==> src/lfpi_pkg.sv <==
// Shared constants and register index codes for the line follower PI drive.
package lfpi_pkg;

    // Default fraction bits of the gain registers
    localparam int GAIN_FRAC_BITS_DEF = 8;

    // Field widths
    localparam int GAIN_W   = 12;
    localparam int LIMIT_W  = 7;
    localparam int INTEG_W  = 8;
    localparam int DRIVE_W  = 10;
    localparam int PWM_W    = 8;
    localparam int CFG_IDX_W  = 2;
    localparam int CFG_DATA_W = 12;

    // Register reset values
    localparam logic signed [GAIN_W-1:0] PROP_GAIN_RST  = 12'sd256;
    localparam logic signed [GAIN_W-1:0] INTEG_GAIN_RST = 12'sd0;
    localparam logic [LIMIT_W-1:0]       INTEG_LIMIT_RST = 7'd10;

    // Drive saturation bound, 1.0 in Q8
    localparam int DRIVE_ONE = 256;
    // Full duty
    localparam logic [PWM_W-1:0] PWM_FULL = 8'd255;

    // Configuration register indexes
    typedef enum logic [CFG_IDX_W-1:0] {
        CFG_PROP_GAIN   = 2'd0,
        CFG_INTEG_GAIN  = 2'd1,
        CFG_INTEG_LIMIT = 2'd2
    } cfg_idx_t;

endpackage

==> src/line_follow_pi_drive.sv <==
// Line follower PI steering controller: sensor error, clamped integral, drive and PWM duties.
//
// One sensor sample (s_left_sensor, s_right_sensor) is taken per cycle while s_ready is high;
// the result item appears on the m_ channel in the cycle after its sample is accepted. All
// the work - error decode, integral update with saturation to +/-integ_limit, the 12x8
// integral product, the proportional term, Q8 scaling, clamping to +/-256 and the reduced
// duty - sits in one combinational pass between the sample handshake and the result register,
// so the block sustains one item per cycle while m_ready is high. The single result register
// is the only storage on the output side: a new item is accepted whenever that register is
// empty or is being drained in the same cycle, so a stalled m_ready stalls s_ready. The error
// integral is the only controller state and updates at each accepted item. Configuration
// (cfg_wr_en, cfg_index, cfg_wdata) writes prop_gain (index 0), integ_gain (index 1) or
// integ_limit (index 2) at once, and is meant to be used only while no item is in flight. The
// gains carry GAIN_FRAC_BITS fraction bits; results are brought to Q8 by an exact left shift
// or a flooring right shift.
module line_follow_pi_drive #(
    parameter int GAIN_FRAC_BITS = lfpi_pkg::GAIN_FRAC_BITS_DEF
) (
    input  logic                                  aclk,
    input  logic                                  aresetn,
    // configuration write port
    input  logic                                  cfg_wr_en,
    input  logic [lfpi_pkg::CFG_IDX_W-1:0]        cfg_index,
    input  logic [lfpi_pkg::CFG_DATA_W-1:0]       cfg_wdata,
    // sensor sample channel
    input  logic                                  s_valid,
    output logic                                  s_ready,
    input  logic                                  s_left_sensor,
    input  logic                                  s_right_sensor,
    // result channel
    output logic                                  m_valid,
    input  logic                                  m_ready,
    output logic signed [1:0]                     m_line_error,
    output logic                                  m_both_fault,
    output logic signed [lfpi_pkg::INTEG_W-1:0]   m_integral_now,
    output logic signed [lfpi_pkg::DRIVE_W-1:0]   m_drive_value,
    output logic [lfpi_pkg::PWM_W-1:0]            m_left_pwm,
    output logic [lfpi_pkg::PWM_W-1:0]            m_right_pwm
);

    // Q8 alignment of the gain product sum
    localparam int UP_SH  = (GAIN_FRAC_BITS < 8) ? (8 - GAIN_FRAC_BITS) : 0;
    localparam int DN_SH  = (GAIN_FRAC_BITS > 8) ? (GAIN_FRAC_BITS - 8) : 0;
    localparam int PROD_W = lfpi_pkg::GAIN_W + lfpi_pkg::INTEG_W;   // 20
    localparam int RAW_W  = PROD_W + 1;                             // 21
    localparam int Q8_W   = RAW_W + UP_SH;

    localparam logic signed [Q8_W-1:0] DRV_MAX = Q8_W'(lfpi_pkg::DRIVE_ONE);
    localparam logic signed [Q8_W-1:0] DRV_MIN = -DRV_MAX;

    // configuration registers
    logic signed [lfpi_pkg::GAIN_W-1:0]  prop_gain_reg;
    logic signed [lfpi_pkg::GAIN_W-1:0]  integ_gain_reg;
    logic [lfpi_pkg::LIMIT_W-1:0]        integ_limit_reg;

    // controller state
    logic signed [lfpi_pkg::INTEG_W-1:0] integral_reg;

    // result register
    logic                                m_valid_reg;
    logic signed [1:0]                   line_error_reg;
    logic                                both_fault_reg;
    logic signed [lfpi_pkg::INTEG_W-1:0] integral_now_reg;
    logic signed [lfpi_pkg::DRIVE_W-1:0] drive_value_reg;
    logic [lfpi_pkg::PWM_W-1:0]          left_pwm_reg;
    logic [lfpi_pkg::PWM_W-1:0]          right_pwm_reg;

    // datapath
    logic                                s_accept;
    logic                                err_pos;
    logic                                err_neg;
    logic                                fault;
    logic signed [1:0]                   err;
    logic signed [lfpi_pkg::INTEG_W:0]   isum;
    logic signed [lfpi_pkg::INTEG_W:0]   lim_pos;
    logic signed [lfpi_pkg::INTEG_W:0]   lim_neg;
    logic signed [lfpi_pkg::INTEG_W:0]   iclamp;
    logic signed [lfpi_pkg::INTEG_W-1:0] integral_next;
    logic signed [lfpi_pkg::GAIN_W:0]    p_term;
    logic signed [PROD_W-1:0]            i_prod;
    logic signed [RAW_W-1:0]             raw_sum;
    logic signed [Q8_W-1:0]              raw_ext;
    logic signed [Q8_W-1:0]              q8_val;
    logic signed [lfpi_pkg::DRIVE_W-1:0] drive_next;
    logic signed [lfpi_pkg::DRIVE_W-1:0] drive_neg;
    logic [lfpi_pkg::DRIVE_W-2:0]        mag;
    logic [lfpi_pkg::DRIVE_W-2:0]        rem;
    logic [16:0]                         duty_prod;
    logic [lfpi_pkg::PWM_W-1:0]          reduced;
    logic [lfpi_pkg::PWM_W-1:0]          left_pwm_next;
    logic [lfpi_pkg::PWM_W-1:0]          right_pwm_next;

    // Output register empty or draining this cycle
    assign s_ready  = !m_valid_reg || m_ready;
    assign s_accept = s_valid && s_ready;

    // Sensor decode: both on is a fault and counts as straight
    assign fault   = s_left_sensor && s_right_sensor;
    assign err_pos = s_right_sensor && !s_left_sensor;
    assign err_neg = s_left_sensor && !s_right_sensor;
    assign err     = err_pos ? 2'sb01 : (err_neg ? 2'sb11 : 2'sb00);

    // Integral update, clamped to the current limit
    always_comb begin
        isum    = {integral_reg[lfpi_pkg::INTEG_W-1], integral_reg}
                  + {{(lfpi_pkg::INTEG_W - 1){err[1]}}, err};
        lim_pos = {2'b00, integ_limit_reg};
        lim_neg = -lim_pos;
        iclamp  = isum;
        if (iclamp > lim_pos) begin
            iclamp = lim_pos;
        end
        if (iclamp < lim_neg) begin
            iclamp = lim_neg;
        end
        integral_next = iclamp[lfpi_pkg::INTEG_W-1:0];
    end

    // Gain terms: proportional is a signed select, integral one 12x8 multiply
    always_comb begin
        if (err_pos) begin
            p_term = {prop_gain_reg[lfpi_pkg::GAIN_W-1], prop_gain_reg};
        end else if (err_neg) begin
            p_term = -{prop_gain_reg[lfpi_pkg::GAIN_W-1], prop_gain_reg};
        end else begin
            p_term = '0;
        end
        i_prod  = PROD_W'(integ_gain_reg) * PROD_W'(integral_next);
        raw_sum = RAW_W'(p_term) - RAW_W'(i_prod);
        // exact left shift or flooring arithmetic right shift into Q8
        raw_ext = Q8_W'(raw_sum);
        q8_val  = (raw_ext <<< UP_SH) >>> DN_SH;
    end

    // Drive clamp to +/-1.0 and duty of the slowed side
    always_comb begin
        if (q8_val > DRV_MAX) begin
            drive_next = lfpi_pkg::DRIVE_W'(DRV_MAX);
        end else if (q8_val < DRV_MIN) begin
            drive_next = lfpi_pkg::DRIVE_W'(DRV_MIN);
        end else begin
            drive_next = q8_val[lfpi_pkg::DRIVE_W-1:0];
        end
        drive_neg = -drive_next;
        mag = drive_next[lfpi_pkg::DRIVE_W-1] ? drive_neg[lfpi_pkg::DRIVE_W-2:0]
                                              : drive_next[lfpi_pkg::DRIVE_W-2:0];
        rem = 9'd256 - mag;
        // 255*rem = 256*rem - rem, then floor divide by 256
        duty_prod = {rem, 8'b0} - {8'b0, rem};
        reduced   = duty_prod[15:8];
        left_pwm_next  = lfpi_pkg::PWM_FULL;
        right_pwm_next = lfpi_pkg::PWM_FULL;
        if (drive_next < 0) begin
            left_pwm_next = reduced;
        end else if (drive_next > 0) begin
            right_pwm_next = reduced;
        end
    end

    // Configuration registers
    always_ff @(posedge aclk) begin
        if (!aresetn) begin
            prop_gain_reg   <= lfpi_pkg::PROP_GAIN_RST;
            integ_gain_reg  <= lfpi_pkg::INTEG_GAIN_RST;
            integ_limit_reg <= lfpi_pkg::INTEG_LIMIT_RST;
        end else if (cfg_wr_en) begin
            unique case (lfpi_pkg::cfg_idx_t'(cfg_index))
                lfpi_pkg::CFG_PROP_GAIN:   prop_gain_reg   <= $signed(cfg_wdata);
                lfpi_pkg::CFG_INTEG_GAIN:  integ_gain_reg  <= $signed(cfg_wdata);
                lfpi_pkg::CFG_INTEG_LIMIT: integ_limit_reg <= cfg_wdata[lfpi_pkg::LIMIT_W-1:0];
                default: ;
            endcase
        end
    end

    // Integral state and result valid
    always_ff @(posedge aclk) begin
        if (!aresetn) begin
            integral_reg <= '0;
            m_valid_reg  <= 1'b0;
        end else begin
            if (s_accept) begin
                integral_reg <= integral_next;
            end
            if (s_accept) begin
                m_valid_reg <= 1'b1;
            end else if (m_ready) begin
                m_valid_reg <= 1'b0;
            end
        end
    end

    // Result payload
    always_ff @(posedge aclk) begin
        if (s_accept) begin
            line_error_reg   <= err;
            both_fault_reg   <= fault;
            integral_now_reg <= integral_next;
            drive_value_reg  <= drive_next;
            left_pwm_reg     <= left_pwm_next;
            right_pwm_reg    <= right_pwm_next;
        end
    end

    assign m_valid        = m_valid_reg;
    assign m_line_error   = line_error_reg;
    assign m_both_fault   = both_fault_reg;
    assign m_integral_now = integral_now_reg;
    assign m_drive_value  = drive_value_reg;
    assign m_left_pwm     = left_pwm_reg;
    assign m_right_pwm    = right_pwm_reg;

    // The integral never reaches -128: bound is at most 127
    a_integ_range: assert property (@(posedge aclk) disable iff (!aresetn)
        integral_reg != 8'sh80)
        else $error("integral out of range");

    // A fault sample leaves the integral untouched unless it was outside the limit
    a_fault_hold: assert property (@(posedge aclk) disable iff (!aresetn)
        (s_accept && fault && !cfg_wr_en
            && $signed({integral_reg[lfpi_pkg::INTEG_W-1], integral_reg})
               <= $signed({2'b00, integ_limit_reg})
            && $signed({integral_reg[lfpi_pkg::INTEG_W-1], integral_reg})
               >= -$signed({2'b00, integ_limit_reg}))
        |=> $stable(integral_reg))
        else $error("fault sample changed the integral");

    // Only one side is ever slowed
    a_one_side: assert property (@(posedge aclk) disable iff (!aresetn)
        m_valid_reg |-> (left_pwm_reg == lfpi_pkg::PWM_FULL
                         || right_pwm_reg == lfpi_pkg::PWM_FULL))
        else $error("both motors slowed");

    // Drive stays within +/-1.0
    a_drive_range: assert property (@(posedge aclk) disable iff (!aresetn)
        m_valid_reg |-> (drive_value_reg <= 10'sd256 && drive_value_reg >= -10'sd256))
        else $error("drive out of range");

endmodule
==> config.mk <==
export PLATFORM = sky130hd
export DESIGN_NAME = line_follow_pi_drive
export DESIGN_NICKNAME = d
export VERILOG_FILES = /design/src/lfpi_pkg.sv /design/src/line_follow_pi_drive.sv
export SDC_FILE = /design/constraint.sdc
export NUM_CORES = 1
export LEC_CHECK = 0
export BUFFER_PORTS_ARGS = -buffer_cell sky130_fd_sc_hd__buf_2
export CORE_ASPECT_RATIO = 1.2
export CORE_MARGIN = 1
export CORE_UTILIZATION = 49
export DETAILED_ROUTE_END_ITERATION = 7
export GPL_TIMING_DRIVEN = 1
export PLACE_DENSITY = 0.76
export SLEW_MARGIN = 20
export SYNTH_ARGS = -nofsm -noshare
export SYNTH_HDL_FRONTEND = slang
export SYNTH_SLANG_ARGS = --single-unit
==> constraint.sdc <==
create_clock -name aclk -period 17.15 [get_ports aclk]
set_input_delay 2.5725 -clock aclk [delete_from_list [all_inputs] [get_ports aclk]]
set_output_delay 2.5725 -clock aclk [all_outputs]
set_load 0.02 [all_outputs]
==> results by group <==
Outcome
  • Outcome: complete, no violations

Synth
  • Synth async-reset ratio: 0%
  • Largest cells by area after synthesis: sky130_fd_sc_hd__fa_1 18%, sky130_fd_sc_hd__edfxtp_1 11%, sky130_fd_sc_hd__ha_1 8.7%
  • Number of distinct standard cells referenced by the synthesized netlist: 95
  • Nets in the synthesized netlist: about 1,400
  • Leading register cell type out of synthesis: sky130_fd_sc_hd__dfxtp_1
  • Post-Synthesis Mean Instance Area: 8.45 um2
  • Syn. warnings: 0
  • Area share of the largest cell type after synthesis: 17.9%
  • Number of enable flip-flop cells after synthesis: 37
  • Post-synthesis cell area: approximately 10,000 um2
  • Gate count of the mapped netlist: 1,229
  • Register bit total from synthesis: 77
  • Share of the yosys chip area belonging to registers: a little under a fifth
  • Leading area contributor after synthesis: sky130_fd_sc_hd__fa_1

Critical path
  • End point of the critical path: m_right_pwm[4]
  • Critical path's largest stage delay: approximately 0.56 ns
  • Critical path start-end classification: in2reg
  • Startpoint of the worst-slack reg-to-reg timing path: integral_reg[1]
  • Cell type with the highest occurrence count on the critical path: sky130_fd_sc_hd__ha_4
  • Kind of cell adding the most delay to the critical path: simple AND/OR/NAND/NOR gates
  • FF-to-FF setup slack: 2.52 ns
  • Kind of start point of the critical path: input pin
  • Stages on the worst setup path: 67
  • Critical Path Sink Type: flip-flop
  • Launching instance or port of the critical path: s_left_sensor
  • Depth of the most critical reg-to-reg path: 64
  • Crit path buffers/inverters: 12
  • Worst-path maximum fanout: 8
  • End of the worst register-to-register path: m_right_pwm[4]
  • Arr. time, crit path: between 15 and 20 ns
  • Worst endpoint required time: 17.22 ns
  • Slowest stage cell, crit path: sky130_fd_sc_hd__fa_1

STA
  • Hold violation count in the final report: 0
  • Final Skew: between 0.01 and 0.015 ns
  • Maximum frequency from static timing analysis: 59.6 MHz
  • Share of the clock period used by the worst path: 97.8%
  • Relative slew margins: ~32%
  • Fin crit period: 16.77 ns
  • # setup viols final: 0
  • Slew at the pin closest to its max-slew limit: a little over 1 ns
  • Total count of max-transition violations in the final report: 0

Floorplan
  • Count of boundary I/O pins: 60
  • Starting utilization of the core area: just under 50%
  • Width of the chip: 135 um
  • Floorplan core area: between 20,000 and 25,000 um2
  • Die Footprint: 21,800 um2
  • Vertical die dimension: 161 um
  • Standard-cell row count: a little under 60

Layout
  • Filler instances: approximately 1,800
  • Final-stage net count: between 1,500 and 2,000
  • Register area: 1910 um2
  • Area taken by multi-input logic gates: around 8000 um2
  • Final Util: slightly below 60%
  • Layout cell share with drive strength beyond 1: 19.2%
  • Synth-to-Final Area Change: 16.3%
  • Final standard cell count with taps included and fillers excluded: around 1,600
  • Most common library cell in the layout ignoring fill and taps: sky130_fd_sc_hd__inv_1
  • Commonest cells after routing, fill and taps aside: 168 x sky130_fd_sc_hd__inv_1, 123 x sky130_fd_sc_hd__nand2_1, 90 x sky130_fd_sc_hd__fa_1, 72 x sky130_fd_sc_hd__nor2_1, 71 x sky130_fd_sc_hd__buf_4
  • Number of inserted diodes: 0

Detailed routing
  • Number of DRC violations after detailed routing: 0
  • Drt wl/cell: approximately 17 um
  • Remaining antenna violation count after routing: 0
  • Via-to-Cell Ratio: 5.67
  • DRC violation total after the first TritonRoute iteration: roughly 690
  • Total Routed Length: 27.0 mm
  • Detailed Routing Iterations Pass 1: 6
  • Total via count in the routed design: roughly 9,000

GRT
  • Gr usage total: between 20 and 30%
  • Largest net degree at the start of global routing: between 40 and 50
  • Residual overflow from global routing: 0
  • Initial antenna violation count: 0
  • Number of global-route vias before repair: just under 9,000
  • Wire length of the first global-routing pass: around 43 mm

Job
  • Number of maximum-capacitance violations: 0

Clocking
  • Number of buffers created by CTS: 9
  • Number of sinks handled by clock tree synthesis: 77
  • Clock transition at path regs: roughly 0.070 ns
  • CTS tree: yes
  • H-tree levels: 3
  • Number of buffers on the longest clock path: 2
  • Clk root buf: sky130_fd_sc_hd__clkbuf_16
  • Clock latency on the worst-skew pair: approximately 0.36 ns

Placement
  • Placed Instances: approximately 1,600
  • Port buffer count: between 50 and 60
  • Detailed Place HPWL: roughly 21 mm
  • Gp weighted congestion: roughly 0.97

Min path
  • Min-delay worst type: reg2reg
worst min path at each step:
| stage | start | end | slack [ns] | cells past startpoint |
|---|---|---|---|---|
| after detailed placement | integral_reg[0] | integral_reg[0] | 0.51 | 1 |
| final | integral_reg[7] | integral_reg[7] | 0.54 | 1 |
| after global routing | integral_reg[7] | integral_reg[7] | 0.54 | 1 |
| after CTS | integral_reg[7] | integral_reg[7] | 0.53 | 1 |
| after global placement | integ_limit_reg[5] | integ_limit_reg[5] | 0.50 | 2 |
| after floorplan | integral_reg[0] | integral_reg[0] | 0.48 | 1 |
synth_stat cells, types with 4 or more instances:
master	count
sky130_fd_sc_hd__a21oi_1	48
sky130_fd_sc_hd__o2111ai_1	5
sky130_fd_sc_hd__buf_2	5
sky130_fd_sc_hd__o21ai_0	35
sky130_fd_sc_hd__or3_1	14
sky130_fd_sc_hd__nand2_1	125
sky130_fd_sc_hd__nand3b_1	5
sky130_fd_sc_hd__a31oi_1	9
sky130_fd_sc_hd__nand4_1	10
sky130_fd_sc_hd__buf_4	4
sky130_fd_sc_hd__and3_1	5
sky130_fd_sc_hd__mux2_2	6
sky130_fd_sc_hd__inv_1	172
sky130_fd_sc_hd__a21o_1	22
sky130_fd_sc_hd__xor2_1	24
sky130_fd_sc_hd__clkbuf_1	39
sky130_fd_sc_hd__a211oi_2	4
sky130_fd_sc_hd__or2_2	8
sky130_fd_sc_hd__ha_1	72
sky130_fd_sc_hd__nor2_1	74
sky130_fd_sc_hd__nor3b_1	8
sky130_fd_sc_hd__nor3_1	39
sky130_fd_sc_hd__o21a_1	7
sky130_fd_sc_hd__xnor2_1	34
sky130_fd_sc_hd__mux2i_1	32
sky130_fd_sc_hd__edfxtp_1	37
sky130_fd_sc_hd__and2_1	48
sky130_fd_sc_hd__o22ai_1	6
sky130_fd_sc_hd__nor2b_1	43
sky130_fd_sc_hd__nand2b_1	13
sky130_fd_sc_hd__o21ai_1	4
sky130_fd_sc_hd__fa_1	93
sky130_fd_sc_hd__nand3_1	21
sky130_fd_sc_hd__o31ai_1	4
sky130_fd_sc_hd__dfxtp_1	40
sky130_fd_sc_hd__a211oi_1	9
sky130_fd_sc_hd__o211ai_1	6
sky130_fd_sc_hd__a21boi_0	13
sky130_fd_sc_hd__o31a_1	4
kinds of logic (layout without fill, tap and decap cells):
| family | after synthesis | count (layout) | share of synthesized area, % |
|---|---|---|---|
| AOI/OAI and AO/OA | 222 | 222 | 15.3 |
| xor gates and xnor gates | 59 | 59 | 5.05 |
| adders and majority gates | 166 | 166 | 26.7 |
| buffers and inverters | 229 | 326 | 8.76 |
| DFF | 77 | 77 | 18.4 |
| muxes | 40 | 40 | 4.10 |
| and+or+nand+nor | 436 | 436 | 21.7 |
layout make-up:
type                            instances  share of cell area, %
Tap cell                              270                   2.80
Sequential cell                        77                   15.8
Timing Repair Buffer                  135                   7.51
Clock inverter                          7                  0.694
Inverter                              175                   5.48
Multi-Input combinational cell        923                   65.8
Clock buffer                            9                   1.86
per-layer routing:
metal  part of all wire (%)  global-route usage, %  routed length [um]
met1                     42                   30.9               11300
met2                     50                   44.0               13400
met3                    5.3                   4.02                1420
met5                      0                      0                   0
met4                    3.4                   9.45                 916
repair_timing:
| item | CTS | global route |
|---|---|---|
| pin swaps | 0 | 37 |
| endpoints found under the hold margin | 0 | 0 |
| setup buffers | 0 | 19 |
| hold buffers | 0 | 0 |
| setup endpoints to repair | 1 | 16 |
| gates resized for setup | 1 | 82 |
through the flow:
| stage | hold WS [ns] | area, um2 | TNS (ns) | worst slack [ns] |
|---|---|---|---|---|
| 2_1_floorplan | 0.478 | 10400 | 0 | 0.0133 |
| 3_3_place_gp | 0.500 | 11200 | 0 | 0.0353 |
| 3_5_place_dp | 0.509 | 11200 | -2.38 | -0.332 |
| 4_1_cts | 0.532 | 11500 | 0 | 0.0625 |
| 5_1_grt | 0.539 | 12100 | -1.19 | -0.177 |
| 6_report | 0.538 | 12100 | 0 | 0.379 |
Power is not shown: default switching activity piles up to over one toggle a cycle in this logic, so the estimate is an artifact.
